==> src/aacs_pkg.sv <==
// Package: widths, payload and control types, and color mix functions for the shader.
`timescale 1ns / 1ps
package aacs_pkg;

   localparam int COORD_BITS  = 12;
   localparam int FRAC_SHIFT  = 10;
   localparam int RAD_W       = COORD_BITS - 1;
   localparam int DIAM_W      = COORD_BITS;
   localparam int DELTA_W     = COORD_BITS + 2;
   localparam int SQ_W        = 2 * COORD_BITS + 2;
   localparam int D2_W        = SQ_W + 1;
   localparam int RAMP_W      = COORD_BITS + 3;
   localparam int ALPHA_W     = 8;
   localparam int SLOPE_W     = FRAC_SHIFT + ALPHA_W;
   localparam int PROD_W      = RAMP_W + SLOPE_W;
   localparam int DIV_CNT_W   = $clog2(SLOPE_W);
   localparam int COLOR_W     = 24;
   localparam int CHANNELS    = COLOR_W / ALPHA_W;
   localparam int MIX_SUM_W   = 2 * ALPHA_W;
   localparam int CSR_INDEX_W = 3;
   localparam int CSR_DATA_W  = COLOR_W;
   localparam int Q_DEPTH     = 4;
   localparam int Q_PTR_W     = $clog2(Q_DEPTH);
   localparam int Q_CNT_W     = $clog2(Q_DEPTH + 1);

   localparam logic [ALPHA_W-1:0] ALPHA_MAX  = '1;
   localparam logic [SLOPE_W-1:0] SLOPE_NUM  = SLOPE_W'(255 << FRAC_SHIFT);

   typedef enum logic [CSR_INDEX_W-1:0] {
      CSR_CENTER_X     = CSR_INDEX_W'(0),
      CSR_CENTER_Y     = CSR_INDEX_W'(1),
      CSR_OUTER_RADIUS = CSR_INDEX_W'(2),
      CSR_BORDER_WIDTH = CSR_INDEX_W'(3),
      CSR_FILL_COLOR   = CSR_INDEX_W'(4),
      CSR_RING_COLOR   = CSR_INDEX_W'(5),
      CSR_GLOBAL_ALPHA = CSR_INDEX_W'(6)
   } csr_index_type;

   typedef enum logic [1:0] {
      BAND_LOAD,
      BAND_SQUARE,
      BAND_DIVIDE,
      BAND_READY
   } band_state_type;

   typedef struct packed {
      logic signed [COORD_BITS-1:0] center_x;
      logic signed [COORD_BITS-1:0] center_y;
      logic [RAD_W-1:0]             outer_radius;
      logic [RAD_W-1:0]             border_width;
      logic [COLOR_W-1:0]           fill_color;
      logic [COLOR_W-1:0]           ring_color;
      logic [ALPHA_W-1:0]           global_alpha;
   } cfg_type;

   typedef struct packed {
      logic signed [COORD_BITS-1:0] pixel_x;
      logic signed [COORD_BITS-1:0] pixel_y;
      logic [COLOR_W-1:0]           background_color;
   } req_payload_type;

   typedef struct packed {
      logic [COLOR_W-1:0] pixel_color;
      logic               pixel_changed;
   } rsp_payload_type;

   // Edge band of one circle: squared doubled radius, inner limit, ramp slope.
   typedef struct packed {
      logic [D2_W-1:0]    hi;
      logic [D2_W-1:0]    lo;
      logic [SLOPE_W-1:0] slope;
   } band_type;

   typedef struct packed {
      band_type inner;
      band_type outer;
      logic     busy;
   } band_set_type;

   // Front classification of one pixel.
   typedef struct packed {
      logic [COLOR_W-1:0] background;
      logic               fill_hit;
      logic               fill_edge;
      logic [RAMP_W-1:0]  fill_diff;
      logic               ring_hit;
      logic               ring_inner;
      logic               ring_full;
      logic [RAMP_W-1:0]  ring_diff;
   } front_class_type;

   // Queue word between front and back.
   typedef struct packed {
      logic [COLOR_W-1:0] background;
      logic               fill_hit;
      logic [ALPHA_W-1:0] fill_alpha;
      logic               ring_hit;
      logic [ALPHA_W-1:0] ring_alpha;
      logic               changed;
   } shade_word_type;

   typedef struct packed {
      logic [COLOR_W-1:0]            bg;
      logic [COLOR_W-1:0]            cur;
      logic [CHANNELS*MIX_SUM_W-1:0] sum;
      logic                          fill_hit;
      logic                          ring_hit;
      logic [ALPHA_W-1:0]            ring_alpha;
      logic                          changed;
   } back_stage_type;

   // fg*f + bg*(255-f) + 127 per channel.
   function automatic logic [CHANNELS*MIX_SUM_W-1:0] mix_sum(
      input logic [COLOR_W-1:0] fg,
      input logic [COLOR_W-1:0] bg,
      input logic [ALPHA_W-1:0] f
   );
      logic [CHANNELS*MIX_SUM_W-1:0] acc;
      logic [MIX_SUM_W-1:0]          fw;
      logic [MIX_SUM_W-1:0]          nw;
      logic [MIX_SUM_W-1:0]          a;
      logic [MIX_SUM_W-1:0]          b;
      acc = '0;
      fw  = MIX_SUM_W'(f);
      nw  = MIX_SUM_W'(ALPHA_MAX - f);
      for (int ch = 0; ch < CHANNELS; ch++) begin
         a = MIX_SUM_W'(fg[ch*ALPHA_W +: ALPHA_W]);
         b = MIX_SUM_W'(bg[ch*ALPHA_W +: ALPHA_W]);
         acc[ch*MIX_SUM_W +: MIX_SUM_W] = a * fw + b * nw + MIX_SUM_W'(127);
      end
      return acc;
   endfunction

   // Exact x/255 for the 16-bit sums that mix_sum makes: (x + (x >> 8) + 1) >> 8.
   function automatic logic [COLOR_W-1:0] mix_div(
      input logic [CHANNELS*MIX_SUM_W-1:0] sum
   );
      logic [COLOR_W-1:0]   res;
      logic [MIX_SUM_W-1:0] x;
      logic [MIX_SUM_W-1:0] t;
      res = '0;
      for (int ch = 0; ch < CHANNELS; ch++) begin
         x = sum[ch*MIX_SUM_W +: MIX_SUM_W];
         t = x + (x >> ALPHA_W) + MIX_SUM_W'(1);
         res[ch*ALPHA_W +: ALPHA_W] = t[MIX_SUM_W-1:ALPHA_W];
      end
      return res;
   endfunction

endpackage

==> src/aacs_band_setup.sv <==
// Band setup: squares and iterative slope division for the fill/inner and outer bands.
`timescale 1ns / 1ps
module aacs_band_setup import aacs_pkg::*; (
   input  logic         clock,
   input  logic         reset,
   input  cfg_type      cfg,
   input  logic         restart,
   output band_set_type bands
);

   band_state_type state_ff, state_in;

   logic [DIAM_W-1:0]    in_d_ff, in_d_in, out_d_ff, out_d_in;
   logic [RAMP_W-1:0]    in_div_ff, in_div_in, out_div_ff, out_div_in;
   logic [RAMP_W-1:0]    in_rem_ff, in_rem_in, out_rem_ff, out_rem_in;
   logic [SLOPE_W-1:0]   in_q_ff, in_q_in, out_q_ff, out_q_in;
   logic [D2_W-1:0]      in_hi_ff, in_hi_in, in_lo_ff, in_lo_in;
   logic [D2_W-1:0]      out_hi_ff, out_hi_in, out_lo_ff, out_lo_in;
   logic [DIV_CNT_W-1:0] count_ff, count_in;

   logic [RAD_W-1:0]            inner_r;
   logic [RAMP_W:0]             in_trial, out_trial;
   logic [2*DIAM_W-1:0]         in_hi_sq, out_hi_sq;
   logic signed [DIAM_W:0]      in_dm3, out_dm3;
   logic signed [2*DIAM_W+1:0]  in_lo_sq, out_lo_sq;

   // 12r - 9, or 1 for a zero radius (hi - lo is negative there).
   function automatic logic [RAMP_W-1:0] band_diff(input logic [RAD_W-1:0] r);
      logic [RAMP_W-1:0] rw;
      rw = RAMP_W'(r);
      if (r == '0) begin
         return RAMP_W'(1);
      end
      return (rw << 3) + (rw << 2) - RAMP_W'(9);
   endfunction

   always_ff @(posedge clock) begin
      if (reset) begin
         state_ff <= BAND_LOAD;
      end else begin
         state_ff <= state_in;
      end
   end

   always_ff @(posedge clock) begin
      in_d_ff    <= in_d_in;
      out_d_ff   <= out_d_in;
      in_div_ff  <= in_div_in;
      out_div_ff <= out_div_in;
      in_rem_ff  <= in_rem_in;
      out_rem_ff <= out_rem_in;
      in_q_ff    <= in_q_in;
      out_q_ff   <= out_q_in;
      in_hi_ff   <= in_hi_in;
      in_lo_ff   <= in_lo_in;
      out_hi_ff  <= out_hi_in;
      out_lo_ff  <= out_lo_in;
      count_ff   <= count_in;
   end

   always_comb begin
      state_in   = state_ff;
      in_d_in    = in_d_ff;
      out_d_in   = out_d_ff;
      in_div_in  = in_div_ff;
      out_div_in = out_div_ff;
      in_rem_in  = in_rem_ff;
      out_rem_in = out_rem_ff;
      in_q_in    = in_q_ff;
      out_q_in   = out_q_ff;
      in_hi_in   = in_hi_ff;
      in_lo_in   = in_lo_ff;
      out_hi_in  = out_hi_ff;
      out_lo_in  = out_lo_ff;
      count_in   = count_ff;

      inner_r = (cfg.outer_radius > cfg.border_width) ?
                (cfg.outer_radius - cfg.border_width) : '0;

      in_hi_sq  = in_d_ff * in_d_ff;
      out_hi_sq = out_d_ff * out_d_ff;
      in_dm3    = signed'({1'b0, in_d_ff}) - (DIAM_W+1)'(3);
      out_dm3   = signed'({1'b0, out_d_ff}) - (DIAM_W+1)'(3);
      in_lo_sq  = in_dm3 * in_dm3;
      out_lo_sq = out_dm3 * out_dm3;

      in_trial  = {in_rem_ff, SLOPE_NUM[count_ff]};
      out_trial = {out_rem_ff, SLOPE_NUM[count_ff]};

      unique case (state_ff)
         BAND_LOAD: begin
            in_d_in    = {inner_r, 1'b0};
            out_d_in   = {cfg.outer_radius, 1'b0};
            in_div_in  = band_diff(inner_r);
            out_div_in = band_diff(cfg.outer_radius);
            state_in   = BAND_SQUARE;
         end
         BAND_SQUARE: begin
            in_hi_in   = D2_W'(in_hi_sq);
            out_hi_in  = D2_W'(out_hi_sq);
            in_lo_in   = in_lo_sq[D2_W-1:0];
            out_lo_in  = out_lo_sq[D2_W-1:0];
            in_rem_in  = '0;
            out_rem_in = '0;
            in_q_in    = '0;
            out_q_in   = '0;
            count_in   = DIV_CNT_W'(SLOPE_W - 1);
            state_in   = BAND_DIVIDE;
         end
         BAND_DIVIDE: begin
            // one quotient bit per cycle, both lanes together
            if (in_trial >= {1'b0, in_div_ff}) begin
               in_rem_in = RAMP_W'(in_trial - {1'b0, in_div_ff});
               in_q_in   = {in_q_ff[SLOPE_W-2:0], 1'b1};
            end else begin
               in_rem_in = in_trial[RAMP_W-1:0];
               in_q_in   = {in_q_ff[SLOPE_W-2:0], 1'b0};
            end
            if (out_trial >= {1'b0, out_div_ff}) begin
               out_rem_in = RAMP_W'(out_trial - {1'b0, out_div_ff});
               out_q_in   = {out_q_ff[SLOPE_W-2:0], 1'b1};
            end else begin
               out_rem_in = out_trial[RAMP_W-1:0];
               out_q_in   = {out_q_ff[SLOPE_W-2:0], 1'b0};
            end
            if (count_ff == '0) begin
               state_in = BAND_READY;
            end else begin
               count_in = count_ff - DIV_CNT_W'(1);
            end
         end
         BAND_READY: begin
            state_in = BAND_READY;
         end
         default: begin
            state_in = BAND_LOAD;
         end
      endcase

      if (restart) begin
         state_in = BAND_LOAD;
      end
   end

   assign bands.inner.hi    = in_hi_ff;
   assign bands.inner.lo    = in_lo_ff;
   assign bands.inner.slope = in_q_ff;
   assign bands.outer.hi    = out_hi_ff;
   assign bands.outer.lo    = out_lo_ff;
   assign bands.outer.slope = out_q_ff;
   assign bands.busy        = (state_ff != BAND_READY);

endmodule

==> src/aacs_front.sv <==
// Front: distance pipeline and band classification with ramp alphas.
`timescale 1ns / 1ps
module aacs_front import aacs_pkg::*; (
   input  logic            clock,
   input  logic            reset,
   input  cfg_type         cfg,
   input  band_set_type    bands,
   input  logic            req_valid,
   output logic            req_ready,
   input  req_payload_type req_data,
   input  logic            queue_full,
   output logic            push_valid,
   output shade_word_type  push_data
);

   localparam int STAGES = 5;

   logic                advance;
   logic [STAGES-1:0]   valid_ff, valid_in;

   logic signed [DELTA_W-1:0]   px_w, py_w, cx_w, cy_w;
   logic signed [DELTA_W-1:0]   dx_ff, dx_in, dy_ff, dy_in;
   logic signed [2*DELTA_W-1:0] sqx_full, sqy_full;
   logic [SQ_W-1:0]             sqx_ff, sqx_in, sqy_ff, sqy_in;
   logic [D2_W-1:0]             d2_ff, d2_in;
   logic [COLOR_W-1:0]          bg1_ff, bg1_in, bg2_ff, bg2_in, bg3_ff, bg3_in;
   front_class_type             cls_ff, cls_in;
   shade_word_type              shade_ff, shade_in;

   logic                        draw_ok;
   logic [SLOPE_W-1:0]          ring_slope;
   logic [PROD_W-1:0]           fill_prod, ring_prod;

   assign advance    = !(valid_ff[STAGES-1] && queue_full);
   assign req_ready  = advance && !bands.busy;
   assign push_valid = valid_ff[STAGES-1] && !queue_full;
   assign push_data  = shade_ff;
   assign valid_in   = {valid_ff[STAGES-2:0], req_valid && req_ready};

   always_comb begin
      // doubled offset from the circle center to the pixel center
      px_w  = req_data.pixel_x;
      py_w  = req_data.pixel_y;
      cx_w  = cfg.center_x;
      cy_w  = cfg.center_y;
      dx_in = ((px_w - cx_w) <<< 1) - DELTA_W'(1);
      dy_in = ((py_w - cy_w) <<< 1) - DELTA_W'(1);
      bg1_in = req_data.background_color;

      sqx_full = dx_ff * dx_ff;
      sqy_full = dy_ff * dy_ff;
      sqx_in   = sqx_full[SQ_W-1:0];
      sqy_in   = sqy_full[SQ_W-1:0];
      bg2_in   = bg1_ff;

      d2_in  = D2_W'(sqx_ff) + D2_W'(sqy_ff);
      bg3_in = bg2_ff;

      draw_ok               = (cfg.global_alpha != '0);
      cls_in.background     = bg3_ff;
      cls_in.fill_hit       = draw_ok && (d2_ff < bands.inner.hi);
      cls_in.fill_edge      = (d2_ff >= bands.inner.lo);
      cls_in.fill_diff      = RAMP_W'(bands.inner.hi - d2_ff);
      cls_in.ring_hit       = draw_ok && (cfg.border_width != '0) &&
                              (d2_ff < bands.outer.hi) && (d2_ff > bands.inner.lo);
      cls_in.ring_inner     = (d2_ff < bands.inner.hi);
      cls_in.ring_full      = (d2_ff <= bands.outer.lo);
      cls_in.ring_diff      = cls_in.ring_inner ? RAMP_W'(d2_ff - bands.inner.lo)
                                                : RAMP_W'(bands.outer.hi - d2_ff);

      ring_slope = cls_ff.ring_inner ? bands.inner.slope : bands.outer.slope;
      fill_prod  = PROD_W'(cls_ff.fill_diff) * PROD_W'(bands.inner.slope);
      ring_prod  = PROD_W'(cls_ff.ring_diff) * PROD_W'(ring_slope);

      shade_in.background = cls_ff.background;
      shade_in.fill_hit   = cls_ff.fill_hit;
      shade_in.fill_alpha = cls_ff.fill_edge ? fill_prod[FRAC_SHIFT +: ALPHA_W] : ALPHA_MAX;
      shade_in.ring_hit   = cls_ff.ring_hit;
      if (!cls_ff.ring_inner && cls_ff.ring_full) begin
         shade_in.ring_alpha = ALPHA_MAX;
      end else begin
         shade_in.ring_alpha = ring_prod[FRAC_SHIFT +: ALPHA_W];
      end
      shade_in.changed = cls_ff.fill_hit || cls_ff.ring_hit;
   end

   always_ff @(posedge clock) begin
      if (reset) begin
         valid_ff <= '0;
      end else if (advance) begin
         valid_ff <= valid_in;
      end
   end

   always_ff @(posedge clock) begin
      if (advance) begin
         dx_ff    <= dx_in;
         dy_ff    <= dy_in;
         bg1_ff   <= bg1_in;
         sqx_ff   <= sqx_in;
         sqy_ff   <= sqy_in;
         bg2_ff   <= bg2_in;
         d2_ff    <= d2_in;
         bg3_ff   <= bg3_in;
         cls_ff   <= cls_in;
         shade_ff <= shade_in;
      end
   end

endmodule

==> src/aacs_queue.sv <==
// Queue: short FIFO of classified words between front and back.
`timescale 1ns / 1ps
module aacs_queue import aacs_pkg::*; (
   input  logic           clock,
   input  logic           reset,
   input  logic           push_valid,
   input  shade_word_type push_data,
   output logic           full,
   input  logic           pop,
   output logic           pop_valid,
   output shade_word_type pop_data
);

   shade_word_type       mem_ff [Q_DEPTH];
   logic [Q_PTR_W-1:0]   wr_ptr_ff, wr_ptr_in, rd_ptr_ff, rd_ptr_in;
   logic [Q_CNT_W-1:0]   count_ff, count_in;

   assign full      = (count_ff == Q_CNT_W'(Q_DEPTH));
   assign pop_valid = (count_ff != '0);
   assign pop_data  = mem_ff[rd_ptr_ff];

   always_comb begin
      wr_ptr_in = push_valid ? wr_ptr_ff + Q_PTR_W'(1) : wr_ptr_ff;
      rd_ptr_in = pop ? rd_ptr_ff + Q_PTR_W'(1) : rd_ptr_ff;
      count_in  = count_ff;
      if (push_valid && !pop) begin
         count_in = count_ff + Q_CNT_W'(1);
      end else if (pop && !push_valid) begin
         count_in = count_ff - Q_CNT_W'(1);
      end
   end

   always_ff @(posedge clock) begin
      if (reset) begin
         wr_ptr_ff <= '0;
         rd_ptr_ff <= '0;
         count_ff  <= '0;
      end else begin
         wr_ptr_ff <= wr_ptr_in;
         rd_ptr_ff <= rd_ptr_in;
         count_ff  <= count_in;
      end
   end

   always_ff @(posedge clock) begin
      if (push_valid) begin
         mem_ff[wr_ptr_ff] <= push_data;
      end
   end

endmodule

==> src/aacs_back.sv <==
// Back: fill pass then ring pass of color blending, with global alpha.
`timescale 1ns / 1ps
module aacs_back import aacs_pkg::*; (
   input  logic            clock,
   input  logic            reset,
   input  cfg_type         cfg,
   input  logic            pop_valid,
   input  shade_word_type  pop_data,
   output logic            pop,
   output logic            rsp_valid,
   input  logic            rsp_ready,
   output rsp_payload_type rsp_data
);

   localparam int STAGES = 8;

   logic                 advance;
   logic                 alpha_full;
   logic [STAGES-1:0]    valid_ff, valid_in;
   back_stage_type       st_ff [STAGES];
   back_stage_type       st_in [STAGES];

   assign advance    = !valid_ff[STAGES-1] || rsp_ready;
   assign pop        = advance && pop_valid;
   assign valid_in   = {valid_ff[STAGES-2:0], pop_valid};
   assign alpha_full = (cfg.global_alpha == ALPHA_MAX);

   always_comb begin
      // fill: edge mix
      st_in[0].bg         = pop_data.background;
      st_in[0].cur        = pop_data.background;
      st_in[0].sum        = mix_sum(cfg.fill_color, pop_data.background, pop_data.fill_alpha);
      st_in[0].fill_hit   = pop_data.fill_hit;
      st_in[0].ring_hit   = pop_data.ring_hit;
      st_in[0].ring_alpha = pop_data.ring_alpha;
      st_in[0].changed    = pop_data.changed;

      st_in[1]     = st_ff[0];
      st_in[1].cur = mix_div(st_ff[0].sum);

      // fill: global alpha mix
      st_in[2]     = st_ff[1];
      st_in[2].sum = mix_sum(st_ff[1].cur, st_ff[1].bg, cfg.global_alpha);

      // fill result becomes the ring pass background
      st_in[3] = st_ff[2];
      if (st_ff[2].fill_hit) begin
         st_in[3].cur = alpha_full ? st_ff[2].cur : mix_div(st_ff[2].sum);
      end else begin
         st_in[3].cur = st_ff[2].bg;
      end
      st_in[3].bg = st_in[3].cur;

      // ring: edge mix
      st_in[4]     = st_ff[3];
      st_in[4].sum = mix_sum(cfg.ring_color, st_ff[3].cur, st_ff[3].ring_alpha);

      st_in[5]     = st_ff[4];
      st_in[5].cur = mix_div(st_ff[4].sum);

      // ring: global alpha mix
      st_in[6]     = st_ff[5];
      st_in[6].sum = mix_sum(st_ff[5].cur, st_ff[5].bg, cfg.global_alpha);

      st_in[7] = st_ff[6];
      if (st_ff[6].ring_hit) begin
         st_in[7].cur = alpha_full ? st_ff[6].cur : mix_div(st_ff[6].sum);
      end else begin
         st_in[7].cur = st_ff[6].bg;
      end
   end

   always_ff @(posedge clock) begin
      if (reset) begin
         valid_ff <= '0;
      end else if (advance) begin
         valid_ff <= valid_in;
      end
   end

   always_ff @(posedge clock) begin
      if (advance) begin
         st_ff <= st_in;
      end
   end

   assign rsp_valid              = valid_ff[STAGES-1];
   assign rsp_data.pixel_color   = st_ff[STAGES-1].cur;
   assign rsp_data.pixel_changed = st_ff[STAGES-1].changed;

endmodule

==> src/aa_circle_fill_and_ring_shader.sv <==
// Throughput: one word per clock while rsp_ready is high and band setup is not busy.
// Throughput set by the fully pipelined front (5 stages) and back (8 blend stages),
// decoupled by a 4-word queue; a stalled rsp only stalls the front once the queue fills.
// After reset, and after any write of outer_radius or border_width, band setup runs
// its load, square and slope-division steps with req_ready low; csr writes always accepted.
// Reset: synchronous, clears all pipelines, queue and registers (global_alpha = 255).
`timescale 1ns / 1ps
module aa_circle_fill_and_ring_shader import aacs_pkg::*; (
   input  logic                   clock,
   input  logic                   reset,
   input  logic                   req_valid,
   output logic                   req_ready,
   input  req_payload_type        req_data,
   output logic                   rsp_valid,
   input  logic                   rsp_ready,
   output rsp_payload_type        rsp_data,
   input  logic                   csr_valid,
   output logic                   csr_ready,
   input  logic [CSR_INDEX_W-1:0] csr_index,
   input  logic [CSR_DATA_W-1:0]  csr_data
);

   cfg_type        cfg_ff, cfg_in;
   band_set_type   bands;
   logic           band_restart;
   logic           push_valid;
   shade_word_type push_data;
   logic           queue_full;
   logic           pop;
   logic           pop_valid;
   shade_word_type pop_data;

   // Register file; out-of-range indexes are dropped.
   assign csr_ready = 1'b1;

   always_comb begin
      cfg_in       = cfg_ff;
      band_restart = 1'b0;
      if (csr_valid) begin
         unique case (csr_index_type'(csr_index))
            CSR_CENTER_X:     cfg_in.center_x     = csr_data[COORD_BITS-1:0];
            CSR_CENTER_Y:     cfg_in.center_y     = csr_data[COORD_BITS-1:0];
            CSR_OUTER_RADIUS: begin
               cfg_in.outer_radius = csr_data[RAD_W-1:0];
               band_restart        = 1'b1;
            end
            CSR_BORDER_WIDTH: begin
               cfg_in.border_width = csr_data[RAD_W-1:0];
               band_restart        = 1'b1;
            end
            CSR_FILL_COLOR:   cfg_in.fill_color   = csr_data[COLOR_W-1:0];
            CSR_RING_COLOR:   cfg_in.ring_color   = csr_data[COLOR_W-1:0];
            CSR_GLOBAL_ALPHA: cfg_in.global_alpha = csr_data[ALPHA_W-1:0];
            default: begin
               cfg_in = cfg_ff;
            end
         endcase
      end
   end

   always_ff @(posedge clock) begin
      if (reset) begin
         cfg_ff              <= '0;
         cfg_ff.global_alpha <= ALPHA_MAX;
      end else begin
         cfg_ff <= cfg_in;
      end
   end

   // Band radii squares and ramp slopes, recomputed when geometry changes.
   aacs_band_setup u_band_setup (
      .clock   (clock),
      .reset   (reset),
      .cfg     (cfg_ff),
      .restart (band_restart),
      .bands   (bands)
   );

   // Front: d2 and classification against the fill/inner and outer bands.
   aacs_front u_front (
      .clock      (clock),
      .reset      (reset),
      .cfg        (cfg_ff),
      .bands      (bands),
      .req_valid  (req_valid),
      .req_ready  (req_ready),
      .req_data   (req_data),
      .queue_full (queue_full),
      .push_valid (push_valid),
      .push_data  (push_data)
   );

   aacs_queue u_queue (
      .clock      (clock),
      .reset      (reset),
      .push_valid (push_valid),
      .push_data  (push_data),
      .full       (queue_full),
      .pop        (pop),
      .pop_valid  (pop_valid),
      .pop_data   (pop_data)
   );

   // Back: fill blend, then ring blend on the fill result; last stage is the rsp register.
   aacs_back u_back (
      .clock     (clock),
      .reset     (reset),
      .cfg       (cfg_ff),
      .pop_valid (pop_valid),
      .pop_data  (pop_data),
      .pop       (pop),
      .rsp_valid (rsp_valid),
      .rsp_ready (rsp_ready),
      .rsp_data  (rsp_data)
   );

endmodule

==> config.mk <==
export PLATFORM = sky130hd
export DESIGN_NAME = aa_circle_fill_and_ring_shader
export DESIGN_NICKNAME = d
export VERILOG_FILES = /design/src/aacs_pkg.sv /design/src/aacs_band_setup.sv /design/src/aacs_front.sv /design/src/aacs_queue.sv /design/src/aacs_back.sv /design/src/aa_circle_fill_and_ring_shader.sv
export SDC_FILE = /design/constraint.sdc
export NUM_CORES = 2
export LEC_CHECK = 0
export BUFFER_PORTS_ARGS = -buffer_cell sky130_fd_sc_hd__buf_2
export CORE_MARGIN = 2
export CORE_UTILIZATION = 60
export DETAILED_ROUTE_END_ITERATION = 7
export PLACE_DENSITY = 0.84
export RECOVER_POWER = 25
export REMOVE_ABC_BUFFERS = 1
export SYNTH_ARGS = -nofsm -noshare
export SYNTH_HDL_FRONTEND = slang
export SYNTH_SLANG_ARGS = --single-unit
==> constraint.sdc <==
create_clock -name clock -period 31.1 [get_ports clock]
set_clock_uncertainty 0.05 [all_clocks]
set_input_delay 4.665 -clock clock [delete_from_list [all_inputs] [get_ports clock]]
set_output_delay 4.665 -clock clock [all_outputs]
set_load 0.05 [all_outputs]
After elaboration in Yosys (flattened, before gate mapping)
Memory sizes are Yosys's and may differ from the RTL's. A register that Yosys moved wholly into a read port is not among the register bits.
Cells that the tools add are included.
Widths: inputs -> output; s select.
Cells by class
  add/sub/neg operators: 69
  multiply operators: 29
  magnitude comparators: 5
  eq/ne operators: 14
  multiplexer cells: 37
  reductions and logical operators: 34
Operators by type and width (number)
  $add 16x1->16 const B: 12
  $add 16x16->16: 12
  $add 16x7->16 const B: 12
  $add 16x8->16: 12
  $mul 8x16->16: 12
  $mul 8x8->16: 9
  $mux 15: 7
  $mux 24: 4
  $pmux 18 s2: 2
  $pmux 15 s2: 2
  $mul 14x14->26: 2
  $mul 8x8->16 const B: 3
  $sub 15x15->15: 3
  $ge 16x15->1: 2
  $add 14x13->15: 2
  $sub 15x4->15 const B: 2
  $sub 14x2->14 const B: 2
  $add 26x26->27: 1
  $lt 27x24->1: 1
  $sub 12x12->13: 2
  $logic_not 11->1: 2
  $mul 11x11->22: 1
  $mul 15x18->18: 1
  $mux 18: 1
  36 further kinds: 79
Storage, ports and cells
  register bits after elaboration: 1065
  bits in writable memories: 136
  ROM bits: 32
  output and inout port bits: 28
  logic and storage cells: 267
  memories kept: 2
Memory list
  u_queue.mem_ff: depth 4, width 34, read ports 1, clocked after Yosys merged registers in 1, write ports 1, RTL line aacs_queue.sv:14  | shade_word_type mem_ff [Q_DEPTH];
  (name not given): depth 32, width 1, read ports 1, clocked after Yosys merged registers in 1, write ports 0, RTL line aacs_band_setup.sv:87  | in_trial = {in_rem_ff, SLOPE_NUM[count_ff]};

Longest topological paths before layout
  depth after elaboration: 7
  depth in mapped cells: 24
  depth with buffers taken out: 22

Modules after synthesis
From an unflattened synthesis, not the netlist that was laid out.
Unflattened totals
  cells, all modules: 14253
  area, all modules: 150335.4 µm²
By module, submodules not included
  aacs_back: times used 1, cells an instance 7147, area each 74108.6 µm², seq. area each 16075.4 µm²
  aacs_front: times used 1, cells an instance 3604, area each 36386.1 µm², seq. area each 8298.0 µm²
  aacs_band_setup: times used 1, cells an instance 2850, area each 28992.8 µm², seq. area each 6396.1 µm²
  aacs_queue: times used 1, cells an instance 269, area each 6690.2 µm², seq. area each 5345.1 µm²
  aa_circle_fill_and_ring_shader: times used 1, cells an instance 383, area each 4157.7 µm², seq. area each 2042.0 µm²

Worst setup path before layout
OpenSTA, ideal clock, no wires.
  kind: input-to-reg
  from: input port rsp_ready
  to: register u_queue.count_ff[2]
  arrival time: 15.084 ns
  required time: 30.980 ns
  setup slack: 15.895 ns
  cell stages on the path: 10
  buffers on the path: 1
  path through: nor2b_1 -> clkbuf_1 -> clkinv_1 -> o31ai_1 -> ha_1 -> inv_1 -> fa_1 -> xor2_1 -> or3_1 -> a21oi_1
Between the ends
  cells in the longest elaborated chain, start to end: 5
  elaborated cells between the ends (all ways): 7
  those cells by class: mux: 1; reduce/logical: 6
RTL lines
  from (decl): RTL line aa_circle_fill_and_ring_shader.sv:15  | input logic rsp_ready,
  $logic_or 1x1->1 *: RTL line aacs_back.sv:23  | assign advance = !valid_ff[STAGES-1] || rsp_ready;
  via u_back.advance: RTL line aacs_back.sv:17  | logic advance;
  $logic_and 1x1->1 *: RTL line aacs_back.sv:24  | assign pop = advance && pop_valid;
  $logic_not 1->1: RTL line aacs_queue.sv:26  | if (push_valid && !pop) begin
  $logic_and 1x1->1: RTL line aacs_queue.sv:26
  $mux 3 / $reduce_bool 2->1 (equally long branches)
  to (signal assigned): RTL line aacs_queue.sv:41  | count_ff <= count_in;
  to (decl): RTL line aacs_queue.sv:16  | logic [Q_CNT_W-1:0] count_ff, count_in;
Mark *: on every way through the listed nets, which the timed path passes. The rest lies on a longest branch.
A chain may end at the register's enable or synchronous reset.

Worst setup path after layout
  from: register u_queue.count_ff[0]
  to: output port req_ready
Between the ends
  cells in the longest elaborated chain, start to end: 4
RTL lines
  $eq 3x3->1: RTL line aacs_queue.sv:18  | assign full = (count_ff == Q_CNT_W'(Q_DEPTH));
  $logic_and 1x1->1: RTL line aacs_front.sv:34  | assign advance = !(valid_ff[STAGES-1] && queue_full);
  $logic_not 1->1: RTL line aacs_front.sv:34
  $logic_and 1x1->1: RTL line aacs_front.sv:35  | assign req_ready = advance && !bands.busy;
  to (decl): RTL line aa_circle_fill_and_ring_shader.sv:12  | output logic req_ready,
No other way between the ends.

==> run metrics <==
Post-Syn Area=66700 um^2; port bufs=106; setup bufs post-CTS=0; clk buf depth=3; initial core utilization=approximately three fifths; failing checks=max-capacitance violations, max-slew violations; vias in the first global route=about 46000; Slowest-stage cell, CP=nand3_4; largest cells by area after synthesis=edfxtp_1, fa_1, ha_1, inv_1, dfxtp_1; core area=around 110000 um^2; HPWL Detailed=103000 um; total CTS buffers=86; worst-margin pin slew=2.22 ns; Worst-Skew Late Latency=0.69 ns; via count=42400; DRT iter0 DRCs=3003; Die Span Y=337 um; CP Class=reg2out; max-cap viol count=1; first-pass GRT wire length=230000 um; CP endpoint kind=output port; ANT nets after route=0; Congestion Overflow GR=0; critical path fanouts, max=41; clock transition at the registers of the reported paths=~0.070 ns; Synth warnings=0; min cycle time layout=7.28 ns; DRT Wirelength=about 140000 um; EDFF count, synth=702; Post-synth top cells=inv_1, fa_1, edfxtp_1, ha_1, nand2_1; H-tree depth=3; crit path cell chain=nor2_1, nand3_4, and3_1, buf_2; # nets final=7496; largest net degree at the start of global routing=109; CP required=26.39 ns; die area=about 110000 um^2; drt pass-1 iters=8; Worst path max stage delay=slightly above 0.5 ns; Synth Instances=a little under 6000; Yosys reg bits=804; Placer Congestion=0.889; global routing's busiest layer=met2; period utilization=23.4%; post-synthesis async set-or-reset flop share=0%; Layout fillers=8050; CTS Hold Bufs=0; worst hold path class=reg2reg; most common cell in the synthesized netlist=inv_1; Main synth FF type=edfxtp_1; status=complete, but fails checks; area taken by flip-flops and latches=around 23000 um^2; synth unique cells=83; relative slew slack=-47.7%; endpoints failing setup=0; Die Wd=337 um; CTS root buf=clkbuf_16; via-per-instance ratio=between 5 and 6; area leader, netlist=edfxtp_1; initial antenna violation count=8; Critical Path AT=2.56 ns; critical path launch point type=register; num rows=approximately 120; final hold vios=0; total track usage=between 20% and 30%; drt drc=0; area occupied by multi-input gates=38400 um^2; Hold Slack=0.340 ns; CTS tree=built; WL per Instance=18.4 um; Pins Over Slew Limit=46; met2 usage=45.6%; setup TNS=0 ns; CTS Sinks=804; Resized Gates After CTS=0; Mean Syn Cell Area=between 10 and 15 um^2; I/O pin cnt=108; share of the synthesized area in the top cell type=31.6%; RSZ-0062 raised after global routing=false; Max Freq=approximately 140 MHz; GRT met3 Usage=3.73%; P&R area growth vs syn=7.10%; grt met1 use=31.2%; share of cells above drive strength 1=5.71%; sequential cell area fraction in the yosys report=a little over a third
flip-flops by register name, summed over array words and instances (netlist names), 24 cells and up, named ones only:
signal / count
u_front.bg2_ff: 24
u_front.bg3_ff: 24
u_back.st_ff: 319
u_front.cls_ff: 25
u_queue.mem_ff: 100
u_back.rsp_data: 25
u_front.d2_ff: 25
u_front.bg1_ff: 24
u_front.sqx_ff: 24
u_front.sqy_ff: 24
u_front.push_data: 25
cfg_ff: 78
layout make-up:
| class | instances | share of cell area, % |
|---|---|---|
| clock inverter | 54 | 0.809 |
| tap | 1488 | 2.61 |
| multi-input combinational | 3771 | 53.8 |
| timing repair buffer | 130 | 0.993 |
| antenna | 4 | 0.0140 |
| inverter | 1194 | 6.29 |
| clock buffer | 104 | 3.12 |
| sequential | 804 | 32.4 |
final timing paths:
check | startpoint | endpoint | slack (ns) | cells past startpoint
max | u_queue.count_ff[0]$_SDFFE_PP0P_ | req_ready | 23.82 | 4
min | u_back.st_ff[312]$_DFFE_PP_ | u_back.st_ff[205]$_DFFE_PP_ | 0.34 | 0
max reg2reg | u_front.dy_ff[3]$_DFFE_PN_ | u_front.sqy_ff[22]$_DFFE_PN_ | 24.21 | 20
min reg2reg | u_back.st_ff[312]$_DFFE_PP_ | u_back.st_ff[205]$_DFFE_PP_ | 0.34 | 0
routing by layer:
metal / part of all wire [%] / vias up / routed length [um]
li1: - / 19300 / -
met3: 5.7 / 336 / 7920
met5: 0.038 / - / 53
met4: 3.9 / 8 / 5380
met1: 38 / 21400 / 53400
met2: 52 / 1296 / 72100
cell families (layout without fill, tap and decap cells):
logic type / count (synthesis) / in the layout / share of synthesized area, %
xor+xnor: 303 / 303 / 4.00
mux: 49 / 49 / 1.23
simple gates: 1362 / 1362 / 10.3
buf+inv: 1350 / 1482 / 7.75
compound gates: 627 / 627 / 6.19
other cells: 1 / 5 / 0.00562
fa+ha+maj: 1429 / 1429 / 35.8
flops: 804 / 804 / 34.7
per-stage QoR:
stage | cells | cell area, um^2 | util, % | worst slack (ns)
4_1_cts | 7545 | 71400 | 64.6 | 23.77
5_1_grt | 7546 | 71400 | 64.6 | 23.65
3_5_place_dp | 7387 | 68600 | 62.1 | 23.36
3_3_place_gp | 7387 | 68600 | 62.1 | 23.53
2_1_floorplan | 5769 | 66000 | - | 15.82
6_report | 7549 | 71400 | 64.6 | 23.82
critical path, delay by kind of cell, from the launching register on:
family        cells  cell delay (ns)
simple gates      3             1.27
buf+inv           1             0.23
flops             1             0.36
layout by cell type (no fill, tap or decap), types with 24 or more instances in the layout:
cell / netlist / routed
nand4_1: 25 / 25
nand2_1: 457 / 457
ha_1: 629 / 629
nor2b_1: 124 / 123
nor3_1: 61 / 60
nor2_1: 173 / 172
fa_1: 800 / 800
xor2_1: 87 / 87
a211oi_1: 29 / 29
mux4_2: 25 / 25
and2_1: 204 / 204
inv_1: 1191 / 1191
a21o_1: 57 / 57
and3_1: 31 / 31
o21a_1: 53 / 53
xnor2_1: 215 / 215
buf_2: 3 / 105
dfxtp_1: 102 / 100
buf_4: 26 / 24
o21ai_0: 84 / 84
edfxtp_1: 702 / 702
nand3_1: 62 / 61
nand2b_1: 145 / 145
a21oi_1: 220 / 220
clkbuf_16: 0 / 86
Power is left out: the tool's default activity adds up to more than one toggle a clock period on the data nets, which glitch-free logic cannot reach.
